$ cat src/sv/tcl_pkg.sv
// Shared types and constants of the TCP connection lookup core.
// Depends on nothing; used by the match unit and the top level.
`timescale 1ns / 1ps

package tcl_pkg;

    localparam int ENTRIES = 16;
    localparam int IDX_W   = (ENTRIES > 1) ? $clog2(ENTRIES) : 1;

    typedef enum logic {
        OP_LOOKUP = 1'b0,
        OP_WRITE  = 1'b1
    } op_e;

    typedef enum logic [1:0] {
        TIER_EXACT           = 2'd0,
        TIER_WILDCARD        = 2'd1,
        TIER_LISTEN_EXACT    = 2'd2,
        TIER_LISTEN_WILDCARD = 2'd3
    } tier_e;

    typedef struct packed {
        logic [31:0] local_addr;
        logic [15:0] local_port_num;
        logic [31:0] remote_addr;
        logic [15:0] remote_port_num;
        logic        is_listening;
    } entry_t;

    typedef struct packed {
        logic [31:0] local_addr;
        logic [15:0] local_port_num;
        logic [31:0] remote_addr;
        logic [15:0] remote_port_num;
    } key_t;

    typedef struct packed {
        logic key_hit;
        logic exact;
        logic wild;
    } match_t;

endpackage

$ cat src/sv/tcl_match.sv
// Compare unit shared by both passes of the table scan.
// Depends on tcl_pkg for the entry, key and match types.
`timescale 1ns / 1ps

module tcl_match (
    input  logic           listen_pass,
    input  logic           in_use,
    input  tcl_pkg::entry_t entry,
    input  tcl_pkg::key_t   key,
    output tcl_pkg::match_t hit
);

    logic port_eq;
    logic tuple_eq;

    assign port_eq  = (entry.local_port_num == key.local_port_num);
    assign tuple_eq = port_eq && (entry.remote_addr == key.remote_addr)
                      && (entry.remote_port_num == key.remote_port_num);

    always_comb begin
        if (listen_pass) begin
            hit.key_hit = in_use && entry.is_listening && port_eq;
        end else begin
            hit.key_hit = in_use && tuple_eq;
        end
        hit.exact = (entry.local_addr == key.local_addr);
        hit.wild  = (entry.local_addr == 32'd0);
    end

endmodule

$ cat src/sv/tcp_connection_lookup_core.sv
// Top level of the TCP connection lookup core: table, scan sequencer, result register.
// Depends on tcl_pkg and the tcl_match compare unit.
//
//   Channel | Direction | tdata fields (low bit up)                                 | tuser
//   s_      | in        | slot, entry_valid, local_addr, local_port_num,             | op
//           |           | remote_addr, remote_port_num, is_listening, 2 pad bits     |
//   m_      | out       | found, match_slot, match_tier, 1 pad bit                   | none
//
// A write request passes from the idle state through the emit state into the output register.
// A lookup scans one table slot per cycle through a single compare unit, one pass over
// the tuple entries and, on a miss, a second pass over the listening entries; its result
// passes through the emit state. The next request can be taken in the cycle it turns valid.
// A result waits in the output register while the next request is taken in; a result still
// held there stalls the following one in its emit cycle. Reset clears the in-use marks at once.
`timescale 1ns / 1ps

module tcp_connection_lookup_core (
    input  logic         aclk,
    input  logic         aresetn,
    input  logic         s_tvalid,
    output logic         s_tready,
    // slot[3:0], entry_valid[4], local_addr[36:5], local_port_num[52:37],
    // remote_addr[84:53], remote_port_num[100:85], is_listening[101], zero[103:102]
    input  logic [103:0] s_tdata,
    // op[0]
    input  logic [0:0]   s_tuser,
    output logic         m_tvalid,
    input  logic         m_tready,
    // found[0], match_slot[4:1], match_tier[6:5], zero[7]
    output logic [7:0]   m_tdata
);

    localparam int IW = tcl_pkg::IDX_W;

    typedef enum logic [1:0] {ST_IDLE, ST_PASS1, ST_PASS2, ST_EMIT} state_t;

    state_t              state_reg;
    logic [IW-1:0]       idx_reg;
    logic                have_reg;
    logic [IW-1:0]       keep_reg;
    tcl_pkg::key_t       key_reg;
    logic                res_found_reg;
    logic [3:0]          res_slot_reg;
    logic [1:0]          res_tier_reg;
    logic                m_tvalid_reg;
    logic [7:0]          m_tdata_reg;
    logic                in_use_reg [tcl_pkg::ENTRIES];
    tcl_pkg::entry_t     table_mem [tcl_pkg::ENTRIES];
    tcl_pkg::entry_t     rd_entry_reg;

    logic                s_op;
    logic [3:0]          s_slot;
    logic                s_entry_valid;
    tcl_pkg::entry_t     s_entry;
    logic                accept;
    logic                wr_en;
    logic [IW-1:0]       wr_idx;
    logic [IW-1:0]       rd_addr;
    logic                idx_last;
    logic                scanning;
    tcl_pkg::match_t     hit;

    assign s_op          = s_tuser[0];
    assign s_slot        = s_tdata[3:0];
    assign s_entry_valid = s_tdata[4];
    assign s_entry.local_addr      = s_tdata[36:5];
    assign s_entry.local_port_num  = s_tdata[52:37];
    assign s_entry.remote_addr     = s_tdata[84:53];
    assign s_entry.remote_port_num = s_tdata[100:85];
    assign s_entry.is_listening    = s_tdata[101];

    assign s_tready = (state_reg == ST_IDLE);
    assign accept   = s_tvalid && s_tready;
    assign wr_en    = accept && (s_op == tcl_pkg::OP_WRITE)
                      && (32'(s_slot) < 32'(tcl_pkg::ENTRIES));
    assign wr_idx   = IW'(s_slot);
    assign idx_last = (idx_reg == IW'(tcl_pkg::ENTRIES - 1));
    assign scanning = (state_reg == ST_PASS1) || (state_reg == ST_PASS2);
    assign rd_addr  = (scanning && !idx_last) ? idx_reg + IW'(1) : '0;

    assign m_tvalid = m_tvalid_reg;
    assign m_tdata  = m_tdata_reg;

    tcl_match u_match (
        .listen_pass (state_reg == ST_PASS2),
        .in_use      (in_use_reg[idx_reg]),
        .entry       (rd_entry_reg),
        .key         (key_reg),
        .hit         (hit)
    );

    always_ff @(posedge aclk) begin
        if (wr_en) begin
            table_mem[wr_idx] <= s_entry;
        end
        rd_entry_reg <= table_mem[rd_addr];
    end

    always_ff @(posedge aclk) begin
        if (!aresetn) begin
            state_reg    <= ST_IDLE;
            m_tvalid_reg <= 1'b0;
            have_reg     <= 1'b0;
            for (int i = 0; i < tcl_pkg::ENTRIES; i++) begin
                in_use_reg[i] <= 1'b0;
            end
        end else begin
            if (m_tvalid_reg && m_tready && (state_reg != ST_EMIT)) begin
                m_tvalid_reg <= 1'b0;
            end
            case (state_reg)
                ST_IDLE: begin
                    if (accept) begin
                        res_found_reg <= 1'b0;
                        res_slot_reg  <= 4'd0;
                        res_tier_reg  <= tcl_pkg::TIER_EXACT;
                        if (s_op == tcl_pkg::OP_WRITE) begin
                            if (wr_en) begin
                                in_use_reg[wr_idx] <= s_entry_valid;
                            end
                            state_reg <= ST_EMIT;
                        end else begin
                            key_reg.local_addr      <= s_entry.local_addr;
                            key_reg.local_port_num  <= s_entry.local_port_num;
                            key_reg.remote_addr     <= s_entry.remote_addr;
                            key_reg.remote_port_num <= s_entry.remote_port_num;
                            idx_reg   <= '0;
                            have_reg  <= 1'b0;
                            state_reg <= ST_PASS1;
                        end
                    end
                end
                ST_PASS1, ST_PASS2: begin
                    if (hit.key_hit && hit.exact) begin
                        res_found_reg <= 1'b1;
                        res_slot_reg  <= 4'(idx_reg);
                        res_tier_reg  <= (state_reg == ST_PASS2) ? tcl_pkg::TIER_LISTEN_EXACT
                                                                 : tcl_pkg::TIER_EXACT;
                        state_reg     <= ST_EMIT;
                    end else begin
                        if (hit.key_hit && hit.wild) begin
                            have_reg <= 1'b1;
                            keep_reg <= idx_reg;
                        end
                        if (idx_last) begin
                            if (have_reg || (hit.key_hit && hit.wild)) begin
                                res_found_reg <= 1'b1;
                                res_slot_reg  <= (hit.key_hit && hit.wild) ? 4'(idx_reg)
                                                                           : 4'(keep_reg);
                                res_tier_reg  <= (state_reg == ST_PASS2)
                                                 ? tcl_pkg::TIER_LISTEN_WILDCARD
                                                 : tcl_pkg::TIER_WILDCARD;
                                state_reg     <= ST_EMIT;
                            end else if (state_reg == ST_PASS1) begin
                                idx_reg   <= '0;
                                state_reg <= ST_PASS2;
                            end else begin
                                state_reg <= ST_EMIT;
                            end
                        end else begin
                            idx_reg <= idx_reg + IW'(1);
                        end
                    end
                end
                ST_EMIT: begin
                    if (!m_tvalid_reg || m_tready) begin
                        m_tdata_reg  <= {1'b0, res_tier_reg, res_slot_reg, res_found_reg};
                        m_tvalid_reg <= 1'b1;
                        state_reg    <= ST_IDLE;
                    end
                end
                default: begin
                    state_reg <= ST_IDLE;
                end
            endcase
        end
    end

endmodule

$ cat config.mk
export PLATFORM = sky130hd
export DESIGN_NAME = tcp_connection_lookup_core
export DESIGN_NICKNAME = d
export VERILOG_FILES = /design/src/sv/tcl_pkg.sv /design/src/sv/tcl_match.sv /design/src/sv/tcp_connection_lookup_core.sv
export SDC_FILE = /design/constraint.sdc
export NUM_CORES = 2
export LEC_CHECK = 0
export BUFFER_PORTS_ARGS = -buffer_cell sky130_fd_sc_hd__buf_4
export CAP_MARGIN = 20
export CORE_MARGIN = 3
export CORE_UTILIZATION = 25
export DETAILED_ROUTE_END_ITERATION = 7
export HOLD_SLACK_MARGIN = 0.08
export PLACE_DENSITY = 0.36
export SKIP_LAST_GASP = 1
export SLEW_MARGIN = 20
export SYNTH_ARGS = -nofsm -noshare
export SYNTH_HDL_FRONTEND = slang
export SYNTH_SLANG_ARGS = --single-unit
$ cat constraint.sdc
create_clock -name aclk -period 18.98 [get_ports aclk]
set_clock_uncertainty 0.1 [all_clocks]
set_input_delay 0 -clock aclk [delete_from_list [all_inputs] [get_ports aclk]]
set_output_delay 0 -clock aclk [all_outputs]
set_load 0.005 [all_outputs]
Yosys cells after proc, flatten, opt, wreduce, memory -nomap -nowiden
Memories as Yosys holds them, arrays and structs flattened. A register that Yosys moved wholly into a read port is not among the register bits.
Index checks and enable logic that the tools add are counted.
- bits in registers: 122
- latch bits: 0
- bits in writable memories: 1568
- ROM bits: 0
- bits of input ports: 109
- output and inout bits: 10
- logic and storage cells: 120
- memories: 2
- memory list (memory ; words ; width ; rd ports ; clocked after Yosys merged registers in ; wr ports ; RTL line ; text):
    table_mem ; 16 ; 97 ; 1 ; 1 ; 1 ; tcp_connection_lookup_core.sv:48 ; tcl_pkg::entry_t table_mem [tcl_pkg::ENTRIES];
    in_use_reg ; 16 ; 1 ; 1 ; 1 ; 16 ; tcp_connection_lookup_core.sv:47 ; logic in_use_reg [tcl_pkg::ENTRIES];
- add/sub/neg operators: 1
- multipliers: 0
- div/mod/pow operators: 0
- magnitude comparators: 0
- eq/ne operators: 18
- shift operators: 0
- muxes and demuxes: 55
- bitwise gates (word level): 2
- reductions and logical operators: 29
- operator list (operator ; number):
    $eq 32x32->1 ; 2
    $mux 4 ; 14
    $eq 16x16->1 ; 2
    $logic_not 32->1 ; 1
    $mux 1 ; 24
    $mux 2 ; 11
    $pmux 4 s2 ; 2
    $logic_and 1x1->1 ; 12
    $ne 3x3->1 const B ; 4
    $ne 2x2->1 const B ; 5
    $reduce_and 5->1 ; 2
    $reduce_and 3->1 ; 3
    $reduce_and 7->1 ; 1
    $pmux 2 s3 ; 1
    $add 4x1->4 const B ; 1
    $eq 2x2->1 const B ; 2
    $eq 4x4->1 const B ; 1
    $pmux 1 s2 ; 2
    $pmux 2 s2 ; 1
    $reduce_and 4->1 ; 1
    $logic_or 1x1->1 ; 3
    $eq 2x1->1 const B ; 1
    $logic_not 1->1 ; 2
    $logic_not 2->1 ; 1
    other kinds (5) ; 6

Logic depth before layout (Yosys ltp)
- depth in word-level cells: 12
- depth in mapped cells: 12
- mapped depth without buffers: 10

Modules after synthesis
A second synthesis with hierarchy kept.
- cell total of the unflattened synthesis: 3703
- area, all modules: 67129.4 um^2
- modules (own cells, without submodules) (module ; instances ; cells each ; area each (um^2) ; sequential area each (um^2)):
    tcp_connection_lookup_core ; 1 ; 3561 ; 66003.3 ; 52570.4
    tcl_match ; 1 ; 142 ; 1126.1 ; 0.0

Worst setup path after synthesis
OpenSTA, ideal clock, no wires.
- path kind: register to register
- from: register state_reg[0]
- to: memory in_use_reg[0]
- setup time: 0.128 ns
- arrival time: 8.535 ns
- required time: 18.752 ns
- slack: 10.218 ns
- stages on the path, launching flop included: 9
- path buffers: 1
- clock period less this slack: 8.762 ns
- cells stage by stage: dfxtp_1 inv_1 ha_1 nand3_1 or3_1 clkbuf_1 nor3_1 mux2i_1 nor2_1
- RTL lines (element ; RTL line ; text):
    start, declared ; tcp_connection_lookup_core.sv:37 ; state_t state_reg;
    start signal, assigned ; tcp_connection_lookup_core.sv:101 ; state_reg <= ST_IDLE;
    start signal, assigned ; tcp_connection_lookup_core.sv:121 ; state_reg <= ST_EMIT;
    start signal, assigned ; tcp_connection_lookup_core.sv:129 ; state_reg <= ST_PASS1;
    end, declared ; tcp_connection_lookup_core.sv:47 ;

Final worst setup path
- from: register state_reg[0]
- to: register rd_entry_reg[64] (netlist name)
- word-level cells in the longest chain between the ends: 4
- elaborated cells between the ends (all ways): 5
- classes of those cells: eq/ne (2); mux (1); reduce/logical (2)
- ends and longest elaborated chain (element ; RTL line ; text):
    $eq 2x1->1 or $eq 2x2->1 (tied branches) ; tcp_connection_lookup_core.sv:78 ; assign scanning = (state_reg == ST_PASS1) || (state_reg == ST_PASS2);
    $logic_or 1x1->1 * ; tcp_connection_lookup_core.sv:78 ;
    net scanning ; tcp_connection_lookup_core.sv:60 ; logic scanning;
    $logic_and 1x1->1 * ; tcp_connection_lookup_core.sv:79 ; assign rd_addr = (scanning && !idx_last) ? idx_reg + IW'(1) : '0;
    $mux 4 * ; tcp_connection_lookup_core.sv:79 ;
Mark *: on every way through the listed nets, which the timed path passes. The rest lies on a longest branch.
A chain may end at the register's enable or synchronous reset.

==> summary.txt <==
Routing
  • Antenna Nets Post-Route: 0
  • Number of iterations in the first detailed-routing pass: 5
  • Routed Wire Length: 196 mm
  • Avg Vias per Cell: 4.66
  • Routed length per instance: 26.0 um
  • Vias post-DR: 35,100
  • DRC violations left: 0
  • Number of DRC violations after detailed-routing iteration 0: 2,761

Pwr
  • Static leakage: 24.2 nW
  • Total Power Consumption: 0.0109 W
  • Worst-case vdd ir drop: 0.000195 V
  • Power per unit of standard cell area: 137 nW/um2

Worst setup path
  • Largest stage delay on the critical path: 0.85 ns
  • Critical path data arrival time: 6.06 ns
  • Crit-path max FO: 105
  • Setup slack on the worst flop-to-flop path: 13.56 ns
  • Endpoint class of the critical path: flop
  • Worst-path cell chain: inv_1, ha_1, nand2_4, inv_8, buf_4, buf_4, o221ai_1, nand3_1, a21oi_1, a31oi_1
  • Path depth of the worst reg2reg path: 10
  • Worst R2R End: rd_entry_reg[64]$_DFF_P_
  • Cell type with the highest occurrence count on the critical path: buf_4
  • WS Path Type: flop to flop
  • Family with the most delay on the worst path: buffers and inverters
  • Required @ worst endpoint: 19.62 ns
  • Slowest cell on the critical path: ha_1
  • Number of buffer and inverter instances along the worst setup path: 4
  • Startpoint of the worst register-to-register path: state_reg[0]$_SDFFE_PN0P_
  • Startpoint types: flop

Global route
  • GRT Total Usage: 0.142
  • Number of global-route vias before repair: 36,800
  • Global-route wire length before repair: 280 mm
  • Total congestion overflow: 0
  • Maximum number of pins on one net before global-route repair: 146
  • Antenna violations before repair: 28

Logic synthesis
  • Multiplexer fraction of the synthesized cell area: 0.0703
  • Fraction of the yosys area taken by sequential cells: 0.792
  • Simple-Gate Fraction of Synth Area: 0.0348
  • Unique cell type count in the Yosys netlist: 41
  • Largest area contributor in the netlist: edfxtp_1
  • Synthesis Warnings: 0
  • Synthesized Nets: 3,614
  • Async S/R FF share, synth: 0
  • Adder and majority gate portion of the synthesized area: 0.000942
  • Count leader, synth: edfxtp_1
  • Syn Std Cell Area: 66,400 um2
  • Synth top area cells: edfxtp_1 76%, mux4_2 6.6%, o221ai_1 5.1%
  • Complex-gate fraction of the synthesized area: 0.0719
  • Area share of the largest cell type after synthesis: 0.755
  • Cell types with the highest counts after synthesis: 1,670 x edfxtp_1, 389 x o221ai_1, 219 x nand2_1
  • Post-synth top flop: edfxtp_1
  • Post-Syn Instances: 3,500
  • Number of flops mapped to enable cells by yosys: 1,670
  • Synth Register Bits: 1,791
  • Main combinational cell family by area after synthesis: compound AO/OA/AOI/OAI gates
  • Mean Syn Cell Area: 19.0 um2
  • Xor/xnor cell area share of the yosys netlist: 0.0128

Hold path
  • Hold/Removal Path Class: input port to flop
  • Worst-case hold path end point: res_tier_reg[1]$_SDFFCE_PP0P_
  • HP Start: aresetn
  • Worst hold path cell count: 4

STA
  • Fmax: 184 MHz
  • Min Hold Slack: 0.192 ns
  • Fin Setup TNS: 0 ns
  • Fin crit period: 5.42 ns
  • Final clock period utilization by the worst path: 0.286
  • Unrepaired setup endpoints after global routing: no
  • Remaining max-slew budget at the tightest pin: 0.285
  • Final setup violation count: 0
  • Slew Viols, Final: 0
  • Number of hold violations in the final report: 0
  • Pin slew with the least headroom to its limit: 1.07 ns

Placed design
  • Dpl cell area: 71,400 um2
  • Final weighted congestion in routability-driven placement: 0.664
  • Placed wire-length estimate: 89.6 mm
  • Count of buffers inserted at the top-level ports: 115

Cells and area
  • Utilization after layout: 0.302
  • Fill cell total of the finished layout: 26,000
  • Finished Cell Area: 79,600 um2
  • Multi-input combinational cell area: 12,800 um2
  • Max FFs per register: 1,552
  • Layout overhead on the synthesized area: 19.9%
  • Storage element area: 52,600 um2
  • Number of nets at the end of the flow: 3,966
  • Fraction of layout instances using a drive strength above 1: 0.165

Die
  • Core area: 263,000 um2
  • Num rows: 188
  • Total Die Area: 272,000 um2
  • Width of the die: 521 um
  • Floorplan die height: 521 um
  • Number of top-level design ports: 119
  • Initial standard-cell utilization of the core: 0.252

Clock network
  • Number of clock buffers inserted by TritonCTS: 200
  • Clock latency on the worst-skew pair: 0.82 ns
  • Clk root buf: clkbuf_16
  • Number of clock sinks: 1,791
  • Clock tree from TritonCTS: yes
  • Clock edge transition at the registers on the reported setup and hold paths: 0.06 ns
  • CTS max path bufs: 3
  • Maximum level of the CTS H-tree: 4

Status
  • Outcome: complete, no violations

Run
  • Number of max-cap violations: 0
## power breakdown
| part | internal, W | switching, W |
|---|---|---|
| Combinational | 0.000976 | 0.00170 |
| Sequential | 0.00452 | 0.0000935 |
| Clock | 0.00207 | 0.00156 |
| Total | 0.00756 | 0.00335 |
## repair_timing
action	in CTS	in global routing
endpoints found under the hold margin	1949	0
setup endpoints to repair	0	0
hold buffers	216	0
setup buffers	0	0
resized for setup	0	0
## per-stage QoR
stage,setup WS (ns),instances
finish,13.56,7537
global route,13.18,7533
CTS,13.41,7532
detailed placement,13.47,6949
global placement,13.46,6948
floorplan,10.22,3500
## placed cells by master (no fill, tap or decap), types with 6 or more instances in the layout
master            n
edfxtp_1       1670
o221ai_1        388
nand2_1         218
dlygate4sd3_1   216
clkbuf_16       202
nand3_1         199
mux4_2          194
buf_4           162
dfxtp_1         121
a21oi_1         112
a31oi_1          99
xnor2_1          93
clkbuf_1         85
clkinv_1         27
nand4_1          26
clkinv_2         24
o21ai_0          17
buf_12           16
nor4_1           14
mux2i_1          13
nor2_4           13
clkbuf_8         13
inv_1            10
nor2_1           10
nor2b_1           8
mux2_2            6
## worst reg2reg max path: cells and delay by family, from the launching register on
family	cells	cell delay (ns)
AO/OA/AOI/OAI	3	0.69
adder cells (fa/ha/maj)	1	0.85
buffers and inverters	4	2.65
flip-flops	1	0.39
AND/OR/NAND/NOR	2	0.68
## worst max path at each step
| stage | from | end | slack [ns] | depth (start not counted) |
|---|---|---|---|---|
| floorplan | state_reg[0]$_SDFFE_PN0P_ | in_use_reg[0]$_DFF_P_ | 10.22 | 8 |
| global placement | state_reg[0]$_SDFFE_PN0P_ | rd_entry_reg[64]$_DFF_P_ | 13.46 | 10 |
| detailed placement | state_reg[0]$_SDFFE_PN0P_ | rd_entry_reg[64]$_DFF_P_ | 13.47 | 10 |
| CTS | state_reg[1]$_SDFFE_PN0P_ | table_mem[12][60]$_DFFE_PP_ | 13.41 | 9 |
| global route | state_reg[0]$_SDFFE_PN0P_ | rd_entry_reg[64]$_DFF_P_ | 13.18 | 10 |
| finish | state_reg[0]$_SDFFE_PN0P_ | rd_entry_reg[64]$_DFF_P_ | 13.56 | 10 |
## cell type report
cell class,count,share of cell area
tap,3515,0.0552
clock buffer,300,0.0697
timing repair buffer,394,0.0464
antenna,5,0.000157
inverter,13,0.000896
clock inverter,67,0.00619
sequential,1791,0.660
multi-input combinational,1452,0.161
## logic make-up (layout without fill, tap and decap cells)
kind of cell,Yosys count,after routing
DFF,1791,1791
AOI/OAI and AO/OA,625,625
and+or+nand+nor,507,507
buffers and inverters,257,774
muxes,217,217
xor gates and xnor gates,97,97
adders and majority gates,5,5
other,1,6
## routing by layer
layer | GRT usage | part of all wire
met5 | 0 | 0.00038
met4 | 0.0345 | 0.018
met3 | 0.0231 | 0.044
met2 | 0.224 | 0.46
met1 | 0.204 | 0.47
Note: power is estimated with default switching activity, not from simulation.
